### config.mk
export PLATFORM = sky130hd
export DESIGN_NAME = ordered_list_positional_edit_core
export DESIGN_NICKNAME = d
export VERILOG_FILES = /design/src/hdl/olpe_pkg.sv /design/src/hdl/ordered_list_positional_edit_core.sv /design/src/hdl/olpe_ram.sv /design/src/hdl/olpe_ctrl.sv /design/src/hdl/olpe_dp.sv
export SDC_FILE = /design/constraint.sdc
export NUM_CORES = 1
export LEC_CHECK = 0
export ABC_AREA = 1
export BUFFER_PORTS_ARGS = -buffer_cell sky130_fd_sc_hd__buf_2
export CORE_ASPECT_RATIO = 0.7
export CORE_UTILIZATION = 45
export CTS_CLUSTER_DIAMETER = 60
export DETAILED_ROUTE_END_ITERATION = 10
export GPL_ROUTABILITY_DRIVEN = 1
export HOLD_SLACK_MARGIN = 0.03
export PLACE_DENSITY_LB_ADDON = 0.12
export SLEW_MARGIN = 20
export SYNTH_ARGS = -nofsm -noshare
export SYNTH_HDL_FRONTEND = slang
export SYNTH_SLANG_ARGS = --single-unit
### constraint.sdc
create_clock -name clk -period 4.3 [get_ports clk]
set_clock_uncertainty 0.05 [all_clocks]
set_input_delay 0.43 -clock clk [delete_from_list [all_inputs] [get_ports clk]]
set_output_delay 0.43 -clock clk [all_outputs]
set_load 0.05 [all_outputs]
### src/hdl/olpe_pkg.sv
`default_nettype none
package olpe_pkg;

	localparam int OLPE_CAPACITY = 16;
	localparam int OLPE_VALUE_W  = 32;
	localparam int OLPE_POS_W    = 5;
	localparam int OLPE_COUNT_W  = 5;

	typedef enum logic [2:0] {
		CMD_INS_FIRST = 3'd0,
		CMD_INS_LAST  = 3'd1,
		CMD_INS_AT    = 3'd2,
		CMD_DEL_FIRST = 3'd3,
		CMD_DEL_LAST  = 3'd4,
		CMD_DEL_AT    = 3'd5,
		CMD_DUMP      = 3'd6
	} cmd_t;

	typedef enum logic [1:0] {
		STAT_OK    = 2'd0,
		STAT_FULL  = 2'd1,
		STAT_EMPTY = 2'd2,
		STAT_RANGE = 2'd3
	} status_t;

	typedef enum logic [2:0] {
		S_IDLE,
		S_DECIDE,
		S_WALK,
		S_DRAIN,
		S_COMMIT,
		S_REPORT
	} state_t;

	typedef struct packed {
		cmd_t                           cmd;
		logic signed [OLPE_VALUE_W-1:0] value;
		logic [OLPE_POS_W-1:0]          position;
	} olpe_req_t;

	typedef struct packed {
		status_t                        status;
		logic [OLPE_COUNT_W-1:0]        count;
		logic signed [OLPE_VALUE_W-1:0] element;
		logic                           last;
	} olpe_rsp_t;

	typedef struct packed {
		logic capture;
		logic plan;
		logic walk;
		logic commit;
		logic report;
	} olpe_ctl_t;

	typedef struct packed {
		logic is_dump;
		logic direct;
		logic no_move;
		logic at_end;
	} olpe_stat_t;

endpackage
`default_nettype wire

### src/hdl/ordered_list_positional_edit_core.sv
// Bounded ordered list of signed 32-bit values with positional insert and delete.
// Request channel: drive req and raise start; the request is taken at a rising
// edge where start is high and busy is low. busy stays high until the request
// has finished its work.
// Result channel: each result is on the result port for one cycle, marked by
// done. The receiver cannot stall, so results are never held back.
// An edit gives one status result with the new count. A dump gives one result
// per entry, in order, with last set on the final one; an empty list or an
// error gives a single status result.
// After the accepting edge, an error or an unused command goes from DECIDE
// straight to REPORT; an edit that moves nothing goes through COMMIT to REPORT;
// an edit that moves entries (from the edit point to the end of the list) walks
// them in WALK, then passes DRAIN, COMMIT and REPORT. A dump walks its entries,
// showing them one per cycle, and ends after DRAIN. busy drops in the cycle of
// the final result, so the next request can be taken at the edge that ends it;
// the slowest requests, an insert at the front of a list one short of full or a
// delete at the front of a full list, hold the block longest. Entries move one
// per cycle through the entry RAM (one write port, one registered read port).
// Reset clears the count and all control state; the entry RAM is not cleared,
// since only written entries are ever read.
`default_nettype none
module ordered_list_positional_edit_core
	import olpe_pkg::*;
#(
	parameter int CAPACITY = OLPE_CAPACITY
) (
	input  wire logic      clk,
	input  wire logic      arst_n,
	input  wire logic      start,
	input  wire olpe_req_t req,
	output logic           busy,
	output logic           done,
	output olpe_rsp_t      result
);

	olpe_ctl_t  ctl;
	olpe_stat_t stat;

	olpe_ctrl u_ctrl (
		.clk    (clk),
		.arst_n (arst_n),
		.start  (start),
		.stat   (stat),
		.ctl    (ctl),
		.busy   (busy)
	);

	olpe_dp #(
		.CAPACITY (CAPACITY)
	) u_dp (
		.clk    (clk),
		.arst_n (arst_n),
		.ctl    (ctl),
		.req    (req),
		.stat   (stat),
		.done   (done),
		.result (result)
	);

endmodule
`default_nettype wire

### src/hdl/olpe_ram.sv
`default_nettype none
module olpe_ram #(
	parameter int WIDTH = 32,
	parameter int DEPTH = 16
) (
	input  wire logic                     clk,
	input  wire logic                     we,
	input  wire logic [$clog2(DEPTH)-1:0] waddr,
	input  wire logic [WIDTH-1:0]         wdata,
	input  wire logic [$clog2(DEPTH)-1:0] raddr,
	output logic      [WIDTH-1:0]         rdata
);

	logic [WIDTH-1:0] mem_q [DEPTH];

	always_ff @(posedge clk) begin
		if (we) begin
			mem_q[waddr] <= wdata;
		end
		rdata <= mem_q[raddr];
	end

endmodule
`default_nettype wire

### src/hdl/olpe_ctrl.sv
`default_nettype none
module olpe_ctrl
	import olpe_pkg::*;
(
	input  wire logic       clk,
	input  wire logic       arst_n,
	input  wire logic       start,
	input  wire olpe_stat_t stat,
	output olpe_ctl_t       ctl,
	output logic            busy
);

	state_t state_q;
	state_t state_d;

	always_ff @(posedge clk or negedge arst_n) begin
		if (!arst_n) begin
			state_q <= S_IDLE;
		end else begin
			state_q <= state_d;
		end
	end

	always_comb begin
		state_d = state_q;
		case (state_q)
			S_IDLE: begin
				if (start) begin
					state_d = S_DECIDE;
				end
			end
			S_DECIDE: begin
				if (stat.direct) begin
					state_d = S_REPORT;
				end else if (stat.is_dump) begin
					state_d = S_WALK;
				end else if (stat.no_move) begin
					state_d = S_COMMIT;
				end else begin
					state_d = S_WALK;
				end
			end
			S_WALK: begin
				if (stat.at_end) begin
					state_d = S_DRAIN;
				end
			end
			S_DRAIN: begin
				state_d = stat.is_dump ? S_IDLE : S_COMMIT;
			end
			S_COMMIT: begin
				state_d = S_REPORT;
			end
			S_REPORT: begin
				state_d = S_IDLE;
			end
			default: begin
				state_d = S_IDLE;
			end
		endcase
	end

	always_comb begin
		ctl     = '0;
		busy    = 1'b1;
		case (state_q)
			S_IDLE: begin
				busy        = 1'b0;
				ctl.capture = start;
			end
			S_DECIDE: begin
				ctl.plan = 1'b1;
			end
			S_WALK: begin
				ctl.walk = 1'b1;
			end
			S_DRAIN: begin
				ctl = '0;
			end
			S_COMMIT: begin
				ctl.commit = 1'b1;
			end
			S_REPORT: begin
				ctl.report = 1'b1;
			end
			default: begin
				ctl = '0;
			end
		endcase
	end

endmodule
`default_nettype wire

### src/hdl/olpe_dp.sv
`default_nettype none
module olpe_dp
	import olpe_pkg::*;
#(
	parameter int CAPACITY = OLPE_CAPACITY
) (
	input  wire logic      clk,
	input  wire logic      arst_n,
	input  wire olpe_ctl_t ctl,
	input  wire olpe_req_t req,
	output olpe_stat_t     stat,
	output logic           done,
	output olpe_rsp_t      result
);

	localparam int IW = $clog2(CAPACITY);
	localparam int CW = $clog2(CAPACITY + 1);
	localparam int WW = ((CW > OLPE_POS_W) ? CW : OLPE_POS_W) + 1;

	cmd_t                           cmd_q;
	logic signed [OLPE_VALUE_W-1:0] value_q;
	logic [OLPE_POS_W-1:0]          kin_q;
	logic [CW-1:0]                  count_q;
	logic [IW-1:0]                  k_q;
	logic [IW-1:0]                  ptr_q;
	logic [IW-1:0]                  end_q;
	status_t                        status_q;
	logic                           pend_s1;
	logic [IW-1:0]                  dst_s1;
	logic                           last_s1;
	logic                           done_q;
	olpe_rsp_t                      result_q;

	logic                    is_ins;
	logic                    is_del;
	logic                    is_dump;
	logic [WW-1:0]           cnt_w;
	logic [WW-1:0]           kin_w;
	logic [WW-1:0]           k_eff;
	status_t                 stat_code;
	logic                    full;
	logic                    empty;
	logic                    ram_we;
	logic [IW-1:0]           ram_waddr;
	logic [OLPE_VALUE_W-1:0] ram_wdata;
	logic [OLPE_VALUE_W-1:0] ram_rdata;

	assign is_ins  = (cmd_q == CMD_INS_FIRST) || (cmd_q == CMD_INS_LAST) ||
		(cmd_q == CMD_INS_AT);
	assign is_del  = (cmd_q == CMD_DEL_FIRST) || (cmd_q == CMD_DEL_LAST) ||
		(cmd_q == CMD_DEL_AT);
	assign is_dump = (cmd_q == CMD_DUMP);
	assign cnt_w   = WW'(count_q);
	assign kin_w   = WW'(kin_q);
	assign full    = (count_q >= CW'(CAPACITY));
	assign empty   = (count_q == '0);

	always_comb begin
		case (cmd_q)
			CMD_INS_LAST:  k_eff = cnt_w;
			CMD_INS_AT:    k_eff = kin_w;
			CMD_DEL_LAST:  k_eff = cnt_w - WW'(1);
			CMD_DEL_AT:    k_eff = kin_w;
			default:       k_eff = '0;
		endcase
	end

	always_comb begin
		stat_code = STAT_OK;
		if (is_ins) begin
			if (full) begin
				stat_code = STAT_FULL;
			end else if ((cmd_q == CMD_INS_AT) && (kin_w > cnt_w)) begin
				stat_code = STAT_RANGE;
			end
		end else if (is_del) begin
			if (empty) begin
				stat_code = STAT_EMPTY;
			end else if ((cmd_q == CMD_DEL_AT) && (kin_w >= cnt_w)) begin
				stat_code = STAT_RANGE;
			end
		end else if (is_dump) begin
			if (empty) begin
				stat_code = STAT_EMPTY;
			end
		end
	end

	assign stat.is_dump = is_dump;
	assign stat.direct  = (stat_code != STAT_OK) || !(is_ins || is_del || is_dump);
	assign stat.no_move = is_ins ? (k_eff == cnt_w) : ((k_eff + WW'(1)) == cnt_w);
	assign stat.at_end  = (ptr_q == end_q);

	always_ff @(posedge clk) begin
		if (ctl.capture) begin
			cmd_q   <= req.cmd;
			value_q <= req.value;
			kin_q   <= (req.position == '0) ? '0 : req.position - OLPE_POS_W'(1);
		end
		if (ctl.plan) begin
			status_q <= stat_code;
			k_q      <= IW'(k_eff);
			if (is_ins) begin
				ptr_q <= IW'(cnt_w - WW'(1));
				end_q <= IW'(k_eff);
			end else if (is_del) begin
				ptr_q <= IW'(k_eff + WW'(1));
				end_q <= IW'(cnt_w - WW'(1));
			end else begin
				ptr_q <= '0;
				end_q <= IW'(cnt_w - WW'(1));
			end
		end else if (ctl.walk) begin
			ptr_q <= is_ins ? ptr_q - IW'(1) : ptr_q + IW'(1);
		end
		dst_s1  <= is_ins ? ptr_q + IW'(1) : ptr_q - IW'(1);
		last_s1 <= (ptr_q == end_q);
		if (ctl.report) begin
			result_q.status  <= status_q;
			result_q.count   <= OLPE_COUNT_W'(count_q);
			result_q.element <= '0;
			result_q.last    <= 1'b1;
		end else begin
			result_q.status  <= STAT_OK;
			result_q.count   <= OLPE_COUNT_W'(count_q);
			result_q.element <= ram_rdata;
			result_q.last    <= last_s1;
		end
	end

	always_ff @(posedge clk or negedge arst_n) begin
		if (!arst_n) begin
			count_q <= '0;
			pend_s1 <= 1'b0;
			done_q  <= 1'b0;
		end else begin
			pend_s1 <= ctl.walk;
			done_q  <= (pend_s1 && is_dump) || ctl.report;
			if (ctl.commit) begin
				count_q <= is_ins ? count_q + CW'(1) : count_q - CW'(1);
			end
		end
	end

	assign ram_we    = (pend_s1 && !is_dump) || (ctl.commit && is_ins);
	assign ram_waddr = ctl.commit ? k_q : dst_s1;
	assign ram_wdata = ctl.commit ? value_q : ram_rdata;

	olpe_ram #(
		.WIDTH (OLPE_VALUE_W),
		.DEPTH (CAPACITY)
	) u_ram (
		.clk   (clk),
		.we    (ram_we),
		.waddr (ram_waddr),
		.wdata (ram_wdata),
		.raddr (ptr_q),
		.rdata (ram_rdata)
	);

	assign done   = done_q;
	assign result = result_q;

endmodule
`default_nettype wire

==> results.ini, run 1 <==
[timing]
hold_violations=0
tightest_slew_ps=943
slew_viol_final=0
period_share_pct=74.9
grt_setup_unrepaired=false
setup_ws_ps=1080
relSlewSlack_pct=37.0
max_clock_freq_mhz=310
fin_crit_ps=3220
finalSetupViolCount=0
finalSetupTns_ps=0

[grt]
grtUsageMet3_pct=3.67
antenna_found_initial=0
grt.overflow.total=0
gr-usage-met1_pct=34.5
grt_use_total_pct=22.0
grt_pass1_vias=15100
grt-busiest-layer=met1
grt_max_degree=191
grtUsageMet2_pct=32.1
grt_pass1_wl_um=95000

[synth]
ys_types=42
synth_top_family_by_area=simple AND/OR/NAND/NOR gates
synth_area_mm2=0.0254
synth_fa_ha_area_share_pct=0.768
yosysWarnings=0
synth_xor_area_share_pct=0.483
synth.avg_cell_area_um2=12.3
synth_edf_count=566
synthArstFlopShare_pct=1.53
synth-simple-area-share_pct=14.1
syn-num-nets=2116
synth.ff_latch_count=653
synthCells=2058
synth_flop_cell=edfxtp_1
synth-compound-area-share_pct=7.05
synth.yosys.seq_area_share_pct=73.9
muxShareOfSynthArea_pct=0

[finish]
seq_area_mm2=0.0188
postLayoutCellArea_mm2=0.0293
drive_gt1_share_pct=12.1
multi_input_area_mm2=0.00584
diodes=0
layout.filler_cells=4789
final_util_pct=52.9
final_nets=2232
final_cell_mix=nand2_1 (635), edfxtp_1 (566), nand3_1 (129)
syn_to_final_growth_pct=15.4
final_common_cell=nand2_1

[route]
wl_per_cell_um=21.0
num_vias=15700
drt-total-wl_um=62300
viasPerCell=5.30
drtPass1Iterations=5
drt-initial-drc-count=1282
drc=0
drtAntennaViolNets=0

[worst_setup_path]
crit_required_ps=4570
crit_arrival_ps=3490
cp-end-kind=flop
cp-start-kind=flop
slowest_delay_ps=680
path_class=flop to flop
path_max_fanout=20
crit_chain=nor2_1 -> nand2_2 -> inv_2 -> or2_2 -> o21ai_0 -> inv_1 -> nand3_1 -> nor2_4 -> buf_12
cp_slowest_cell=nor2_4

[floorplan]
ios=85
design.core.area_mm2=0.0555
die_w_um=286
die-area_mm2=0.0574
die_h_um=201
initial_utilization_pct=45.8
rows=72

[clock_network]
cts_tree=yes
root_buffer=clkbuf_16
clk-insertion-delay-late_ps=620
postCtsSetupRepairBufs=0
h-tree-depth=2
clk_pin_slew_ps=60
cts_buffer_depth=3
cts_buffers=60
cts_sinks=653

[min_path]
hold_path.class=primary input to flop

[power_and_ir_drop]
power_density_mw_per_mm2=758
ir_worst_vdd_uv=504
p_leak_nw=11.0

[place]
placed_area_mm2=0.0270
port_buffers=84
place_ws_ps=1080
place_congestion=0.852
hpwl_um=36000

[status]
outcome=complete, no violations

[flow_run]
maxCapViolCount=0

==> cells by family (layout without fill, tap and decap cells) <==
| kind of cell | Yosys count | in the layout |
|---|---|---|
| flops | 653 | 653 |
| fa+ha+maj | 15 | 15 |
| buf+inv | 237 | 404 |
| xor+xnor | 14 | 14 |
| compound gates | 273 | 273 |
| simple gates | 866 | 866 |
==> per-stage QoR <==
stage | hold WS [ps] | power, W | std cells
2_1_floorplan | 84.4 | 0.0142 | 2058
3_3_place_gp | 260 | 0.0170 | 2816
3_5_place_dp | 268 | 0.0170 | 2816
4_1_cts | 88.9 | 0.0224 | 2965
5_1_grt | 131 | 0.0235 | 2965
6_report | 121 | 0.0222 | 2965
==> sequential cells by signal, summed over array words and instances (netlist names), 2 cells and up <==
signal,count
u_dp.status_q,2
u_dp.k_q,4
u_dp.dst_s1,4
u_dp.value_q,32
u_dp.ptr_q,4
u_dp.cmd_q,3
u_dp.count_q,5
u_ctrl.state_q,3
u_dp.end_q,4
u_dp.u_ram.mem_q,512
u_dp.u_ram.rdata,32
u_dp.kin_q,5
u_dp.result,40
==> repair_timing <==
action / CTS / global route
resized for setup: 0 / 0
hold buffers: 36 / 0
endpoints found under the hold margin: 45 / 0
==> final timing paths <==
| check | from | end | slack [ps] | cells after the start |
|---|---|---|---|---|
| max reg2reg | u_ctrl.state_q[0] | u_dp.u_ram.mem_q[14][18] | 1080 | 9 |
| max in group asynchronous | arst_n | u_ctrl.state_q[0] | 3820 | 2 |
| min in group asynchronous | arst_n | u_dp.pend_s1 | 160 | 2 |
| min | req[4] | u_dp.kin_q[4] | 120 | 3 |
| max | u_ctrl.state_q[0] | u_dp.u_ram.mem_q[14][18] | 1080 | 9 |
| min reg2reg | u_dp.last_s1 | u_dp.result[0] | 360 | 2 |
==> report_power, final <==
part	switching, W	total (W)	leakage, nW	internal, W
registers	0.000381	0.00923	5.90	0.00885
logic	0.00575	0.00764	4.15	0.00189
clock network	0.00230	0.00537	0.987	0.00306
total	0.00843	0.0222	11.0	0.0138
==> per-layer routing <==
layer  vias to the layer above  part of all wire, %
met4                         0                  1.6
li1                       7499                    -
met3                        80                  5.8
met5                         -                    0
met1                      7712                   50
met2                       410                   43
==> worst max-delay path, delay by kind of cell, from the launching register on <==
| family | cells | cell delay [ps] |
|---|---|---|
| and+or+nand+nor | 5 | 1470 |
| buffers and inverters | 3 | 810 |
| DFF | 1 | 430 |
| AOI/OAI and AO/OA | 1 | 140 |
==> final cells by class <==
cell class	count	share of cell area [%]
Clock buffer	97	6.32
Clock inverter	16	0.520
Inverter	132	1.71
Multi-Input combinational cell	1168	19.9
Sequential cell	653	64.1
Tap cell	740	3.16
Timing Repair Buffer	159	4.34
==> Yosys cell counts (2+ instances only) <==
| master | instances | share of area [%] |
|---|---|---|
| nand2_4 | 3 | 0.13 |
| inv_1 | 121 | 1.8 |
| nand2_2 | 6 | 0.15 |
| dfrtp_1 | 10 | 0.98 |
| and3_1 | 21 | 0.52 |
| ha_1 | 14 | 0.69 |
| o21a_1 | 3 | 0.089 |
| buf_1 | 27 | 0.40 |
| nand3_2 | 4 | 0.16 |
| nand4_1 | 4 | 0.098 |
| buf_6 | 3 | 0.13 |
| dfxtp_1 | 77 | 6.1 |
| nand3_1 | 130 | 2.6 |
| o22ai_1 | 12 | 0.30 |
| a32o_1 | 44 | 1.7 |
| o21ai_0 | 45 | 0.89 |
| xnor2_1 | 2 | 0.069 |
| xor2_1 | 12 | 0.41 |
| a31oi_1 | 22 | 0.54 |
| inv_2 | 10 | 0.15 |
| a21oi_1 | 98 | 1.9 |
| or2_2 | 4 | 0.098 |
| edfxtp_1 | 566 | 67 |
| nand2_1 | 637 | 9.4 |
| clkbuf_1 | 55 | 0.81 |
| o41ai_1 | 21 | 0.72 |
| o211ai_1 | 22 | 0.65 |
| nor2_1 | 51 | 0.75 |
| buf_2 | 20 | 0.39 |
| nor2_2 | 2 | 0.049 |
Note: power is estimated with default switching activity, not from simulation.
==> inputs of run 2 (changes only) <==
==> constraint.sdc (replaced) <==
create_clock -name clk -period 3.1 [get_ports clk]
set_clock_uncertainty 0.05 [all_clocks]
set_input_delay 0.31 -clock clk [delete_from_list [all_inputs] [get_ports clk]]
set_output_delay 0.31 -clock clk [all_outputs]
set_load 0.05 [all_outputs]
==> results.ini, run 2 (synthesis results as in run 1) <==
[min_path]
hold_path.class=primary input to flop
hp-start=req[2]
hold_end=u_dp.kin_q[2]
min_path_cells=4

[finish]
final_common_cell=nand2_1
final_cell_mix=nand2_1 (635), edfxtp_1 (566), nand3_1 (129)
regMostFlops=u_dp.u_ram.mem_q
drive_gt1_share_pct=14.3
largest_reg_flops=512
syn_to_final_growth_pct=17.5
stdcell_count=3018
final_nets=2282

[route]
drt-total-wl_um=66100
drtAntennaViolNets=0
num_vias=16300
drtPass1Iterations=5
drt-initial-drc-count=1375
wl_per_cell_um=21.9
drc=0
viasPerCell=5.39

[place]
port_buffers=84
dp_cells=2859
place_congestion=0.837
hpwl_um=40700

[worst_setup_path]
cp-end-kind=flop
slowest_delay_ps=540
crit_required_ps=3330
crit_arrival_ps=3040
path_max_fanout=22
cp_slowest_cell=edfxtp_1
regToRegEndpoint=u_dp.u_ram.mem_q[14][21]
crit_chain=nand2_1 -> nand2_2 -> o22ai_1 -> nand3_1 -> nor2_4 -> buf_4
cp-start-kind=flop
path_class=flop to flop
rrSetupSlack_ps=280
rr_startpoint=u_dp.cmd_q[0]
ff2ff_path_depth=6

[timing]
relSlewSlack_pct=52.7
period_share_pct=90.9
hold_violations=0
grt_setup_unrepaired=false
tightest_slew_ps=708
finalSetupViolCount=0
max_clock_freq_mhz=355
fin_crit_ps=2820
slew_viol_final=0
hold_slack_ps=75.7

[power_and_ir_drop]
ir_worst_vdd_uv=711
power_density_mw_per_mm2=1090
p_leak_nw=11.3

[grt]
grt_max_degree=106
gr-usage-met1_pct=36.8
grtUsageMet3_pct=4.65
antenna_found_initial=1
grt_pass1_vias=15300
grt-busiest-layer=met1
grt_pass1_wl_um=99300
grt.overflow.total=0
grt_use_total_pct=23.2
grtUsageMet2_pct=32.5

[floorplan]
rows=72
ios=85
die-area_mm2=0.0574
initial_utilization_pct=45.8
die_h_um=201
design.core.area_mm2=0.0555
die_w_um=286

[clock_network]
cts_sinks=653
root_buffer=clkbuf_16
clk-insertion-delay-late_ps=630
cts_buffer_depth=3
clk_pin_slew_ps=60
h-tree-depth=2
postCtsSetupRepairBufs=0
cts_buffers=61
cts_tree=yes

[flow_run]
maxCapViolCount=0

[status]
outcome=complete, no violations

-- run 2: per-stage QoR --
step	power (W)	utilization [%]	TNS [ps]	setup WS, ps	instance area, µm²
floorplan	0.0197	-	-24370	-59.1	25400
global placement	0.0245	49.1	0	396	27300
detailed placement	0.0245	49.1	0	286	27300
CTS	0.0326	53.8	0	276	29900
global route	0.0341	53.8	0	199	29900
finish	0.0325	53.8	0	283	29900
-- run 2: layout make-up --
type / count / area, µm²
fillers: 4708 / 25600
flip-flops and latches: 653 / 18800
repair buffers: 208 / 1640
clock buffers: 67 / 1600
diodes: 1 / 2.50
inverters: 132 / 500
well taps: 740 / 926
multi-input cells: 1168 / 5840
clock inverters: 49 / 557
-- run 2: layer usage --
layer | part of all wire (%) | wire (µm)
met5 | 0 | 0
met4 | 1.8 | 1160
met3 | 7.5 | 4920
met2 | 42 | 27700
met1 | 49 | 32300
-- run 2: repair_timing --
item                      CTS  global route
hold endpoints to repair   49             0
gates resized for setup     0             0
hold buffers               42             0
-- run 2: how the worst max path moves through the flow --
stage | start | endpoint | cells past startpoint
after global placement | u_dp.cmd_q[0] | u_dp.u_ram.mem_q[14][28] | 6
after detailed placement | u_dp.cmd_q[0] | u_dp.u_ram.mem_q[14][0] | 6
final | u_dp.cmd_q[0] | u_dp.u_ram.mem_q[14][21] | 6
after CTS | u_dp.cmd_q[0] | u_dp.u_ram.mem_q[14][0] | 6
after global routing | u_dp.cmd_q[0] | u_dp.u_ram.mem_q[14][28] | 6
after floorplan | u_ctrl.state_q[0] | u_dp.u_ram.mem_q[0][0] | 7
-- run 2: power by group --
group | switching [W] | internal [W]
clock network | 0.00336 | 0.00466
logic | 0.00865 | 0.00301
registers | 0.000525 | 0.0123
total | 0.0125 | 0.0199
-- run 2: critical path, delay by kind of cell (launching register included) --
family	cells	cell delay, ps
buf+inv	1	390
flops	1	540
simple gates	4	1030
compound gates	1	430
==> inputs of run 3 (changes only) <==
--- a/config.mk
+++ b/config.mk
@@ -13,7 +13,7 @@
 export DETAILED_ROUTE_END_ITERATION = 10
 export GPL_ROUTABILITY_DRIVEN = 1
 export HOLD_SLACK_MARGIN = 0.03
-export PLACE_DENSITY_LB_ADDON = 0.12
+export PLACE_DENSITY = 0.66
 export SLEW_MARGIN = 20
 export SYNTH_ARGS = -nofsm -noshare
 export SYNTH_HDL_FRONTEND = slang
==> results.ini, run 3 (synthesis results as in run 1) <==
[place]
hpwl_um=37900
place_congestion=0.869
port_buffers=84

[finish]
final_common_cell=nand2_1
syn_to_final_growth_pct=16.6
final_util_pct=53.4
largest_reg_flops=512
diodes=0
drive_gt1_share_pct=13.3
final_cell_mix=nand2_1 (635), edfxtp_1 (566), nand3_1 (129)
final_nets=2266
layout.filler_cells=4611
regMostFlops=u_dp.u_ram.mem_q

[clock_network]
h-tree-depth=2
cts_buffer_depth=3
ctsResizeCount=0
clk_pin_slew_ps=60
clk-insertion-delay-late_ps=630
root_buffer=clkbuf_16
cts_buffers=60
cts_tree=yes
cts_sinks=653

[route]
viasPerCell=5.40
drc=0
wl_per_cell_um=20.6
drt-initial-drc-count=1435
drt-total-wl_um=61700
num_vias=16200
drtPass1Iterations=6
drtAntennaViolNets=0

[timing]
hold_slack_ps=76.8
hold_violations=0
relSlewSlack_pct=51.1
slew_viol_final=0
fin_crit_ps=2920
max_clock_freq_mhz=342
tightest_slew_ps=732
grt_setup_unrepaired=false
finalSetupTns_ps=0
finalSetupViolCount=0
period_share_pct=94.3

[grt]
grt_pass1_vias=15800
grt_pass1_wl_um=94100
grt_max_degree=121
antenna_found_initial=0
grt_use_total_pct=21.5
grt.overflow.total=0

[floorplan]
initial_utilization_pct=45.8
design.core.area_mm2=0.0555
rows=72
die_h_um=201
die-area_mm2=0.0574
ios=85
die_w_um=286

[worst_setup_path]
cp-end-kind=flop
cp_top_family=simple AND/OR/NAND/NOR gates
crit_arrival_ps=3200
path_buf_inv=1
cp-start-kind=flop
path_class=flop to flop
crit_required_ps=3380
cp_slowest_cell=edfxtp_1
slowest_delay_ps=520
path_max_fanout=25
crit_chain=nand2_1 -> nand2_2 -> o22ai_1 -> nand3_1 -> nor2_4 -> buf_12

[min_path]
hold_path.class=primary input to flop

[status]
outcome=complete, no violations

[power_and_ir_drop]
power_density_mw_per_mm2=1050
ir_worst_vdd_uv=720
power_w=0.0312
p_leak_nw=11.2

[flow_run]
maxCapViolCount=0

==> run 3: final timing paths <==
| kind | slack (ps) | endpoint | cells after the start | start |
|---|---|---|---|---|
| worst max register to register | 180 | u_dp.u_ram.mem_q[3][26] | 6 | u_dp.cmd_q[0] |
| worst min-delay path | 80 | u_dp.kin_q[4] | 3 | req[2] |
| worst min register to register | 360 | u_dp.result[0] | 2 | u_dp.last_s1 |
| min in group asynchronous | 560 | u_dp.count_q[2] | 3 | arst_n |
| max in group asynchronous | 1450 | u_dp.count_q[0] | 4 | arst_n |
| worst max-delay path | 180 | u_dp.u_ram.mem_q[3][26] | 6 | u_dp.cmd_q[0] |
==> run 3: tightest hold or removal path: stages <==
cell and delay, ps:
buf_2 100, nor2_1 50, a21oi_1 150
==> run 3: cell type report <==
| type | count | area [µm²] | share of cell area, % |
|---|---|---|---|
| repair buffers | 193 | 1580 | 5.32 |
| well taps | 740 | 926 | 3.13 |
| clock inverters | 42 | 385 | 1.30 |
| clock buffers | 72 | 1610 | 5.43 |
| inverters | 132 | 500 | 1.69 |
| multi-input cells | 1168 | 5840 | 19.7 |
| flip-flops and latches | 653 | 18800 | 63.4 |
==> run 3: report_power, final <==
part	internal, W	total [W]	switching [W]
Combinational	0.00286	0.0110	0.00815
Clock	0.00413	0.00737	0.00324
Sequential	0.0123	0.0128	0.000525
==> run 3: through the flow <==
stage | instances | area (µm²) | setup WS [ps]
6_report | 3000 | 29600 | 177
2_1_floorplan | 2058 | 25400 | -59.1
3_5_place_dp | 2846 | 27200 | 229
3_3_place_gp | 2846 | 27200 | 356
4_1_cts | 3000 | 29600 | 238
5_1_grt | 3000 | 29600 | 96.6
==> run 3: routing by layer <==
layer	vias up	track usage, %	share of wire [%]
met4	0	6.89	2.7
met1	7872	31.0	45
met2	669	33.8	46
li1	7560	-	-
met3	107	3.14	6.8
met5	-	0	0
==> run 3: what timing repair did <==
item | in CTS | in global routing
hold endpoints to repair | 47 | 0
endpoints found under the setup margin | 0 | 0
buffers inserted | 0 | 0
hold buffers | 40 | 0
